`src/rtl/cti_pkg.sv`:
```
// Shared types and constants for the transmit-interval congestion controller.
package cti_pkg;

    // Shared divider sizing
    localparam int DIV_W     = 29;
    localparam int DIV_D_W   = 12;
    localparam int DIV_CNT_W = 5;

    // Register indexes (byte address bit 2)
    localparam logic REG_TARGET = 1'b0;
    localparam logic REG_INIT   = 1'b1;

    // Reset values of the configuration registers
    localparam logic [7:0]  TARGET_RESET = 8'd20;
    localparam logic [11:0] IV_RESET     = 12'd875;

    // Interval limits in ms
    localparam logic [11:0] IV_MAX       = 12'd4000;
    localparam logic [11:0] IV_SLOW      = 12'd1000;
    localparam logic [15:0] IV_MIN       = 16'd150;
    localparam logic [15:0] IV_TRIM_BIG  = 16'd300;
    localparam logic [11:0] IV_SCALE_MIN = 12'd50;
    localparam logic [13:0] JIT_MIN      = 14'd25;

    // Trim steps in ms
    localparam logic [5:0] STEP_FINE   = 6'd3;
    localparam logic [5:0] STEP_NORMAL = 6'd10;
    localparam logic [5:0] STEP_MEDIUM = 6'd20;
    localparam logic [5:0] STEP_COARSE = 6'd50;

    typedef struct packed {
        logic [7:0] seen;
        logic [7:0] own;
        logic [7:0] peers;
    } item_t;

    typedef struct packed {
        logic        radio_reset;
        logic [13:0] jitter;
        logic [15:0] interval;
    } result_t;

    typedef struct packed {
        logic [7:0]  target;
        logic        load_iv;
        logic [11:0] init_iv;
    } cfg_t;

    typedef struct packed {
        logic                 start;
        logic [DIV_CNT_W-1:0] nbits;
        logic [DIV_W-1:0]     dividend;
        logic [DIV_D_W-1:0]   divisor;
    } div_req_t;

    typedef struct packed {
        logic             busy;
        logic             done;
        logic [DIV_W-1:0] quotient;
    } div_rsp_t;

endpackage

```
`src/rtl/cti_div.sv`:
```
// Shared restoring divider, one quotient bit per cycle, left-aligned dividend.
module cti_div
    import cti_pkg::*;
(
    input  logic     clk,
    input  logic     rst_n,
    input  div_req_t req,
    output div_rsp_t rsp
);

    logic                 busy_reg;
    logic                 done_reg;
    logic [DIV_CNT_W-1:0] cnt_reg;
    logic [DIV_D_W:0]     rem_reg;
    logic [DIV_W-1:0]     dq_reg;
    logic [DIV_D_W-1:0]   divisor_reg;

    logic [DIV_D_W:0] rem_sh;
    logic [DIV_D_W:0] diff;
    logic             fits;

    // One restoring step
    assign rem_sh = {rem_reg[DIV_D_W-1:0], dq_reg[DIV_W-1]};
    assign diff   = rem_sh - {1'b0, divisor_reg};
    assign fits   = rem_sh >= {1'b0, divisor_reg};

    // Iteration control
    always_ff @(posedge clk or negedge rst_n)
    begin
        if (!rst_n)
        begin
            busy_reg <= 1'b0;
            done_reg <= 1'b0;
            cnt_reg  <= '0;
        end
        else if (req.start)
        begin
            busy_reg <= 1'b1;
            done_reg <= 1'b0;
            cnt_reg  <= req.nbits;
        end
        else if (busy_reg)
        begin
            cnt_reg <= cnt_reg - 1'b1;
            if (cnt_reg == DIV_CNT_W'(1))
            begin
                busy_reg <= 1'b0;
                done_reg <= 1'b1;
            end
        end
        else
        begin
            done_reg <= 1'b0;
        end
    end

    // Remainder and quotient shift register
    always_ff @(posedge clk)
    begin
        if (req.start)
        begin
            rem_reg     <= '0;
            dq_reg      <= req.dividend;
            divisor_reg <= req.divisor;
        end
        else if (busy_reg)
        begin
            rem_reg <= fits ? diff : rem_sh;
            dq_reg  <= {dq_reg[DIV_W-2:0], fits};
        end
    end

    assign rsp.busy     = busy_reg;
    assign rsp.done     = done_reg;
    assign rsp.quotient = dq_reg;

endmodule

```
`src/rtl/cti_ctrl.sv`:
```
// Sequencer and datapath: rule selection, trim floor, scaling and window state.
module cti_ctrl
    import cti_pkg::*;
(
    input  logic     clk,
    input  logic     rst_n,
    input  cfg_t     cfg,
    input  logic     in_valid,
    output logic     in_ready,
    input  item_t    item,
    output logic     res_valid,
    input  logic     res_take,
    output result_t  res,
    output div_req_t div_req,
    input  div_rsp_t div_rsp
);

    localparam logic [2:0] S_IDLE = 3'd0;
    localparam logic [2:0] S_EVAL = 3'd1;
    localparam logic [2:0] S_DIVQ = 3'd2;
    localparam logic [2:0] S_DIVF = 3'd3;
    localparam logic [2:0] S_MUL  = 3'd4;
    localparam logic [2:0] S_DIVS = 3'd5;
    localparam logic [2:0] S_FIN  = 3'd6;

    logic [2:0]         state_reg, state_next;
    item_t              item_reg, item_next;
    logic signed [17:0] work_reg, work_next;
    logic [DIV_W-1:0]   prod_reg, prod_next;
    logic [15:0]        iv_reg, iv_next;
    logic [1:0]         silent_reg, silent_next;

    logic [8:0]         s;
    logic [13:0]        s14, t14;
    logic               lt95, lt25, lt80, lt50, gt90, gt100, big;
    logic [5:0]         step;
    logic signed [17:0] iv_s, trim_iv;
    logic [12:0]        factor;
    logic [DIV_W-1:0]   prod;
    logic [11:0]        ten_t;
    logic [15:0]        fin_iv;

    function automatic logic signed [17:0] floor_max(input logic signed [17:0] v,
                                                      input logic [11:0] fl);
        logic signed [17:0] f;
        f = $signed({6'b0, fl});
        return (v < f) ? f : v;
    endfunction

    // Load ratio compares against the target
    assign s     = {1'b0, item_reg.seen} + {1'b0, item_reg.own};
    assign s14   = {5'b0, s};
    assign t14   = {6'b0, cfg.target};
    assign lt95  = (s14 * 14'd20) < (t14 * 14'd19);
    assign lt25  = (s14 * 14'd4) < t14;
    assign lt80  = (s14 * 14'd5) < (t14 * 14'd4);
    assign lt50  = (s14 * 14'd2) < t14;
    assign gt90  = (s14 * 14'd10) > (t14 * 14'd9);
    assign gt100 = s14 > t14;
    assign big   = iv_reg > IV_TRIM_BIG;

    // Trim step, the fine step wins
    always_comb
    begin
        step = STEP_NORMAL;
        if (lt80 && big)
            step = STEP_MEDIUM;
        if (lt50 && big)
            step = STEP_COARSE;
        if (gt90)
            step = STEP_FINE;
    end

    assign iv_s    = $signed({2'b0, iv_reg});
    assign trim_iv = (item_reg.own <= item_reg.seen) ? (iv_s - $signed({12'b0, step})) : iv_s;

    // Scaling product and divisor
    assign factor = ({4'b0, s} * 13'd10) + ({5'b0, cfg.target} * 13'd4);
    assign prod   = {13'b0, iv_reg} * {16'b0, factor};
    assign ten_t  = {4'b0, cfg.target} * 12'd10;

    // Final rules
    assign fin_iv = (item_reg.seen == 8'd0) ? {4'b0, IV_SLOW} : work_reg[15:0];
    assign res.jitter      = (fin_iv[15:2] < JIT_MIN) ? JIT_MIN : fin_iv[15:2];
    assign res.interval    = (fin_iv < IV_MIN) ? IV_MIN : fin_iv;
    assign res.radio_reset = (item_reg.seen == 8'd0) && (silent_reg == 2'd3);
    assign res_valid       = state_reg == S_FIN;
    assign in_ready        = state_reg == S_IDLE;

    // Sequencer
    always_comb
    begin
        state_next  = state_reg;
        item_next   = item_reg;
        work_next   = work_reg;
        prod_next   = prod_reg;
        iv_next     = iv_reg;
        silent_next = silent_reg;
        div_req     = '0;
        if (cfg.load_iv)
            iv_next = {4'b0, cfg.init_iv};
        case (state_reg)
            S_IDLE:
            begin
                if (in_valid)
                begin
                    item_next  = item;
                    state_next = S_EVAL;
                end
            end
            S_EVAL:
            begin
                work_next  = iv_s;
                state_next = S_FIN;
                if (cfg.target != 8'd0)
                begin
                    if (lt95)
                    begin
                        if (lt25)
                            work_next = iv_s >>> 1;
                        else if (item_reg.peers == 8'd0)
                            work_next = floor_max(trim_iv, IV_SLOW);
                        else
                        begin
                            work_next        = trim_iv;
                            div_req.start    = 1'b1;
                            div_req.nbits    = DIV_CNT_W'(8);
                            div_req.dividend = {cfg.target, 21'b0};
                            div_req.divisor  = {4'b0, item_reg.peers};
                            state_next       = S_DIVQ;
                        end
                    end
                    else if (gt100)
                    begin
                        prod_next  = prod;
                        state_next = S_MUL;
                    end
                end
            end
            S_DIVQ:
            begin
                if (div_rsp.done)
                begin
                    if (div_rsp.quotient[7:0] == 8'd0)
                    begin
                        work_next  = floor_max(work_reg, IV_MAX);
                        state_next = S_FIN;
                    end
                    else
                    begin
                        div_req.start    = 1'b1;
                        div_req.nbits    = DIV_CNT_W'(12);
                        div_req.dividend = {IV_MAX, 17'b0};
                        div_req.divisor  = {4'b0, div_rsp.quotient[7:0]};
                        state_next       = S_DIVF;
                    end
                end
            end
            S_DIVF:
            begin
                if (div_rsp.done)
                begin
                    work_next  = floor_max(work_reg, div_rsp.quotient[11:0]);
                    state_next = S_FIN;
                end
            end
            S_MUL:
            begin
                div_req.start    = 1'b1;
                div_req.nbits    = DIV_CNT_W'(DIV_W);
                div_req.dividend = prod_reg;
                div_req.divisor  = ten_t;
                state_next       = S_DIVS;
            end
            S_DIVS:
            begin
                if (div_rsp.done)
                begin
                    if (div_rsp.quotient == '0)
                        work_next = $signed({6'b0, IV_SCALE_MIN});
                    else if (div_rsp.quotient > {17'b0, IV_MAX})
                        work_next = $signed({6'b0, IV_MAX});
                    else
                        work_next = $signed({6'b0, div_rsp.quotient[11:0]});
                    state_next = S_FIN;
                end
            end
            S_FIN:
            begin
                if (res_take)
                begin
                    iv_next = res.interval;
                    if (item_reg.seen != 8'd0 || silent_reg == 2'd3)
                        silent_next = 2'd0;
                    else
                        silent_next = silent_reg + 2'd1;
                    state_next = S_IDLE;
                end
            end
            default:
            begin
                state_next = S_IDLE;
            end
        endcase
    end

    // Control and window state
    always_ff @(posedge clk or negedge rst_n)
    begin
        if (!rst_n)
        begin
            state_reg  <= S_IDLE;
            iv_reg     <= {4'b0, IV_RESET};
            silent_reg <= 2'd0;
        end
        else
        begin
            state_reg  <= state_next;
            iv_reg     <= iv_next;
            silent_reg <= silent_next;
        end
    end

    // Working payload
    always_ff @(posedge clk)
    begin
        item_reg <= item_next;
        work_reg <= work_next;
        prod_reg <= prod_next;
    end

    a_div_idle: assert property (@(posedge clk) disable iff (!rst_n)
        div_req.start |-> !div_rsp.busy)
        else $error("divider started while busy");

    a_fin_idle: assert property (@(posedge clk) disable iff (!rst_n)
        (state_reg == S_FIN && res_take) |=> state_reg == S_IDLE)
        else $error("sequencer did not return to idle after result");

    a_iv_min: assert property (@(posedge clk) disable iff (!rst_n)
        res_valid |-> res.interval >= IV_MIN)
        else $error("interval below minimum");

    a_reset_silent: assert property (@(posedge clk) disable iff (!rst_n)
        (res_valid && res.radio_reset) |-> item_reg.seen == 8'd0)
        else $error("radio reset in a window with traffic");

    a_done_wait: assert property (@(posedge clk) disable iff (!rst_n)
        div_rsp.done |-> (state_reg == S_DIVQ || state_reg == S_DIVF || state_reg == S_DIVS))
        else $error("divider result with no waiting state");

endmodule

```
`src/rtl/congestion_tx_interval_control.sv`:
```
// Top level: APB registers, input stream, result register and the sequencer.
//
//  channel   | dir     | handshake          | payload
//  s_*       | in      | s_tvalid/s_tready  | seen_count, own_count, peer_count
//  m_*       | out     | m_tvalid/m_tready  | tx_interval_ms, jitter_ms, radio_reset
//  apb       | in/out  | psel/penable       | target_per_window @0x0, initial_interval @0x4
//
// Per request: the interval is kept, halved or floored at the no-peer value with no
// division; a zero per-peer quotient takes one, the full trim floor two and scaling a
// multiply and one, on the shared restoring divider (one quotient bit per cycle).
// s_tready is high only while the sequencer is idle, so a new request waits until the
// last result leaves it; a stall on m_* holds one result in the output register, one
// in the sequencer. Reset sets the interval to 875 ms, clears the silent-window count.
module congestion_tx_interval_control
    import cti_pkg::*;
(
    input  logic        clk,
    input  logic        rst_n,
    input  logic        s_tvalid,
    output logic        s_tready,
    input  logic [23:0] s_tdata,   // seen_count[7:0], own_count[15:8], peer_count[23:16]
    output logic        m_tvalid,
    input  logic        m_tready,
    output logic [31:0] m_tdata,   // tx_interval_ms[15:0], jitter_ms[29:16],
                                   // radio_reset[30], zero[31]
    input  logic        psel,
    input  logic        penable,
    input  logic        pwrite,
    input  logic [2:0]  paddr,
    input  logic [31:0] pwdata,
    output logic [31:0] prdata,
    output logic        pready
);

    logic [7:0]  target_reg;
    logic [11:0] init_reg;
    logic        out_valid_reg;
    logic [31:0] out_data_reg;

    logic        wr;
    cfg_t        cfg;
    item_t       item;
    result_t     res;
    logic        res_valid;
    logic        slot_free;
    div_req_t    div_req;
    div_rsp_t    div_rsp;

    // Configuration registers
    assign pready = 1'b1;
    assign wr     = psel && penable && pwrite && pready;

    always_ff @(posedge clk or negedge rst_n)
    begin
        if (!rst_n)
        begin
            target_reg <= TARGET_RESET;
            init_reg   <= IV_RESET;
        end
        else if (wr)
        begin
            case (paddr[2])
                REG_TARGET: target_reg <= pwdata[7:0];
                REG_INIT:   init_reg   <= pwdata[11:0];
                default:    target_reg <= target_reg;
            endcase
        end
    end

    // Register readback
    always_comb
    begin
        case (paddr[2])
            REG_TARGET: prdata = {24'b0, target_reg};
            REG_INIT:   prdata = {20'b0, init_reg};
            default:    prdata = '0;
        endcase
    end

    assign cfg.target  = target_reg;
    assign cfg.load_iv = wr && (paddr[2] == REG_INIT);
    assign cfg.init_iv = pwdata[11:0];

    assign item.seen  = s_tdata[7:0];
    assign item.own   = s_tdata[15:8];
    assign item.peers = s_tdata[23:16];

    cti_ctrl u_ctrl (
        .clk       (clk),
        .rst_n     (rst_n),
        .cfg       (cfg),
        .in_valid  (s_tvalid),
        .in_ready  (s_tready),
        .item      (item),
        .res_valid (res_valid),
        .res_take  (slot_free),
        .res       (res),
        .div_req   (div_req),
        .div_rsp   (div_rsp)
    );

    cti_div u_div (
        .clk   (clk),
        .rst_n (rst_n),
        .req   (div_req),
        .rsp   (div_rsp)
    );

    // Output register
    assign slot_free = !out_valid_reg || m_tready;

    always_ff @(posedge clk or negedge rst_n)
    begin
        if (!rst_n)
            out_valid_reg <= 1'b0;
        else if (res_valid && slot_free)
            out_valid_reg <= 1'b1;
        else if (m_tready)
            out_valid_reg <= 1'b0;
    end

    always_ff @(posedge clk)
    begin
        if (res_valid && slot_free)
            out_data_reg <= {1'b0, res.radio_reset, res.jitter, res.interval};
    end

    assign m_tvalid = out_valid_reg;
    assign m_tdata  = out_data_reg;

endmodule
```
`config.mk`:
```
export PLATFORM = sky130hd
export DESIGN_NAME = congestion_tx_interval_control
export DESIGN_NICKNAME = d
export VERILOG_FILES = /design/src/rtl/cti_pkg.sv /design/src/rtl/cti_div.sv /design/src/rtl/cti_ctrl.sv /design/src/rtl/congestion_tx_interval_control.sv
export SDC_FILE = /design/constraint.sdc
export NUM_CORES = 1
export LEC_CHECK = 0
export BUFFER_PORTS_ARGS = -buffer_cell sky130_fd_sc_hd__buf_2
export CAP_MARGIN = 10
export CELL_PAD_IN_SITES_DETAIL_PLACEMENT = 1
export CELL_PAD_IN_SITES_GLOBAL_PLACEMENT = 2
export CORE_MARGIN = 3
export CORE_UTILIZATION = 43
export DETAILED_ROUTE_END_ITERATION = 8
export GPL_TIMING_DRIVEN = 0
export PLACE_DENSITY_LB_ADDON = 0.1
export SYNTH_ARGS = -nofsm -noshare
export SYNTH_HDL_FRONTEND = slang
export SYNTH_SLANG_ARGS = --single-unit
```
`constraint.sdc`:
```
create_clock -name clk -period 22.5 [get_ports clk]
set_input_delay 2.25 -clock clk [delete_from_list [all_inputs] [get_ports clk]]
set_output_delay 2.25 -clock clk [all_outputs]
set_load 0.01 [all_outputs]
```
==> out/metrics.cfg <==
[outcome]
outcome = finished clean

[worst_hold_path]
hold_start = init_reg[6]$_DFFE_PN1P_
min_path_type = register to register
hold_depth = 2
worstHoldEndpoint = init_reg[6]$_DFFE_PN1P_

[yosys]
async_reset_ff_share_pct = 24.3
ys_seq_area_share_pct = 28.2
synth_top_family_by_area = adder cells
muxShareOfSynthArea_pct = 1.10
synthCells = 2143
netlist.area_leader.share_pct = 20.9
synth_top_cell_by_area = edfxtp_1
synth_edf_count = 141
synth_area_leaders = edfxtp_1, fa_1, ha_1
synth_ff_type = edfxtp_1
synth_cell_types = 95
yosysWarningCount = 0
synthAdderAreaFrac_pct = 29.5
synth.avg_cell_area_um2 = 9.46
synth-simple-area-share_pct = 16.2
ys_ff_latch = 202
synth_compound_gate_area_share_pct = 14.1
syn_area_um2 = 20300
synth-xor-area-share_pct = 2.89

[timing]
max_freq_mhz = 87.1
grt_setup_unrepaired = false
clock_skew_ns = 0.0131
fin_tns_setup_ns = 0
fin_crit_sh_pct = 51.0
finalCriticalPeriod_ns = 11.48
setup_viol = 0
relSlewSlack_pct = 21.8
worst_pin_slew_ns = 1.16
hold_viol_final = 0
setup_slack_ns = 11.02
timing.final.max_slew_violations = 0

[clock_tree]
cts_tree = built
clockRootBuffer = clkbuf_16
numCtsBuffers = 24
insertion_delay_ns = 0.53
cts_resized = 0
cts.sinks = 202
cts_setup_buffers = 0
clk_pin_slew_ns = 0.06
cts_hold_buf = 0
cts_max_path_buffers = 3
h-tree-depth = 1

[cells_and_area]
largest_reg_flops = 31
drive_gt1_share_pct = 10.3
syn2layout_area_growth_pct = 10.7
final_nets = 2735
final_cells = 2901
antennaDiodeCount = 0

[setup_path]
regToRegStartpoint = u_ctrl.item_reg[16]$_DFFE_PP_
rrSetupSlack_ns = 11.02
rr_endpoint = u_ctrl.prod_reg[25]$_DFFE_PP_
worstSetupPathType = register to register
slowest_stage = xnor2_1
cp-end-kind = register
cp_slowest_stage_delay_ns = 0.60
cp.arrival_ns = 11.76
cp_common_cell = fa_1
worst-path-max-fanout = 10
startpoint_type = register
worstPathRequired_ns = 22.78
rr_worst_depth = 35

[power_and_ir_drop]
power_mw = 2.87
powerDensity_nw_per_um2 = 128
vdd_drop_max_uv = 173
p_leak_nw = 10.0

[placement]
io_buffers = 88
pre_cts_slack_ns = 11.11
placed_cells = 2855
hpwl_mm = 53.2
globalplace.congestion = 0.923

[global_route]
grt_pass1_wl_mm = 103
antenna_found_initial = 2
grtUsageTotal_pct = 26.4
grt_max_degree = 50
grt_pass1_vias = 17400
gr-total-overflow = 0

[floorplan]
io_pins = 133
coreArea_um2 = 46000
die_w_um = 223
start_util_pct = 44.1
die_h_um = 223
rows = 78
dieArea_um2 = 49800

[drt]
ant_nets = 0
route.vias.total = 16300
routed_via_density = 5.61
drc_errors = 0
dr.first_iter.drc_count = 1064
drt_wl_total_mm = 66.1
drtPass1Iterations = 9
avgRoutedWirePerCell_um = 22.8

[run]
drv_cap = 0

-- cells in the final DEF (no fill, tap or decap), types with 20 or more instances in the layout --
| cell | netlist | routed |
|---|---|---|
| xnor2_1 | 45 | 45 |
| xor2_1 | 20 | 20 |
| o21ai_0 | 96 | 96 |
| conb_1 | 2 | 22 |
| nand4_1 | 22 | 22 |
| and2_1 | 94 | 94 |
| nand2_1 | 230 | 230 |
| ha_1 | 233 | 233 |
| nand3_1 | 26 | 26 |
| inv_1 | 292 | 292 |
| nand2b_1 | 36 | 36 |
| buf_4 | 23 | 26 |
| a21o_1 | 40 | 40 |
| buf_2 | 11 | 99 |
| dfrtp_1 | 33 | 33 |
| a21oi_1 | 80 | 80 |
| edfxtp_1 | 141 | 141 |
| nor2b_1 | 29 | 29 |
| nor2_1 | 108 | 107 |
| clkbuf_16 | 0 | 26 |
| clkbuf_1 | 65 | 67 |
| fa_1 | 153 | 153 |
| nor3_1 | 32 | 32 |
-- critical path: cells and delay by family (launching register included) --
kind                       cells  cell delay (ns)
AOI/OAI and AO/OA             12             3.19
xor gates and xnor gates       3             1.03
adders and majority gates     11             4.75
buffers and inverters          4             0.90
DFF                            1             0.42
and+or+nand+nor                5             0.94
-- per-stage QoR --
stage	instance area [um2]	hold slack (ns)	util, %
finish	22500	0.461	48.9
floorplan	20400	0.436	-
CTS	22400	0.465	48.8
global route	22500	0.478	48.9
detailed placement	21600	0.451	47.0
global placement	21500	0.443	46.9
-- synthesized netlist by cell type (10+ instances only) --
library cell  count
o21ai_0          96
a21oi_1          80
buf_4            23
mux2_2           11
nand3_1          26
dfxtp_1          12
xor2_1           20
o31ai_1          11
nand2b_1         36
clkbuf_1         65
buf_2            11
dfstp_2          16
nor2_1          108
o211ai_1         11
o21a_1           18
dfrtp_1          33
fa_1            153
nor4_1           18
and3_1           17
a21o_1           40
inv_1           292
and2_1           94
nor3_1           32
nor2b_1          29
a211oi_1         12
or3_1            11
edfxtp_1        141
mux2i_1          10
nand4_1          22
ha_1            233
nand2_1         230
xnor2_1          45
a21boi_0         14
a22o_1           17
-- cell families (layout without fill, tap and decap cells) --
group | Yosys count | after routing
compound gates | 410 | 410
xor+xnor | 66 | 66
fa+ha+maj | 386 | 386
buf+inv | 398 | 536
flops | 202 | 202
mux | 21 | 21
other cells | 2 | 22
simple gates | 658 | 658
-- power breakdown --
part | internal (mW) | switching (mW)
sequential | 0.482 | 0.0304
combinational | 0.793 | 1.16
clock | 0.238 | 0.166
-- worst max-delay path by stage --
stage               slack (ns)                           from                             to
finish                   11.02  u_ctrl.item_reg[16]$_DFFE_PP_  u_ctrl.prod_reg[25]$_DFFE_PP_
floorplan                13.35  u_ctrl.item_reg[16]$_DFFE_PP_  u_ctrl.prod_reg[28]$_DFFE_PP_
detailed placement       11.11  u_ctrl.item_reg[16]$_DFFE_PP_  u_ctrl.prod_reg[25]$_DFFE_PP_
CTS                      11.06  u_ctrl.item_reg[16]$_DFFE_PP_  u_ctrl.prod_reg[25]$_DFFE_PP_
global placement         11.33  u_ctrl.item_reg[16]$_DFFE_PP_  u_ctrl.prod_reg[25]$_DFFE_PP_
global route             10.41  u_ctrl.item_reg[16]$_DFFE_PP_  u_ctrl.prod_reg[25]$_DFFE_PP_
-- metal layers --
| metal | share of wire [%] | vias to the layer above | GRT usage [%] |
|---|---|---|---|
| li1 | - | 7579 | - |
| met1 | 45 | 8245 | 36.1 |
| met2 | 47 | 346 | 44.3 |
| met3 | 4.5 | 91 | 2.96 |
| met4 | 3.2 | 0 | 7.92 |
| met5 | 0 | - | 0 |
-- final cells by class --
type | count | area [um2]
Fill cell | 5290 | 23500
Clock buffer | 28 | 637
Tap cell | 600 | 751
Sequential cell | 202 | 5720
Clock inverter | 16 | 174
Inverter | 294 | 1100
Multi-Input combinational cell | 1563 | 13000
Buffer | 104 | 526
Timing Repair Buffer | 94 | 531
Note: power is estimated with default switching activity, not from simulation.
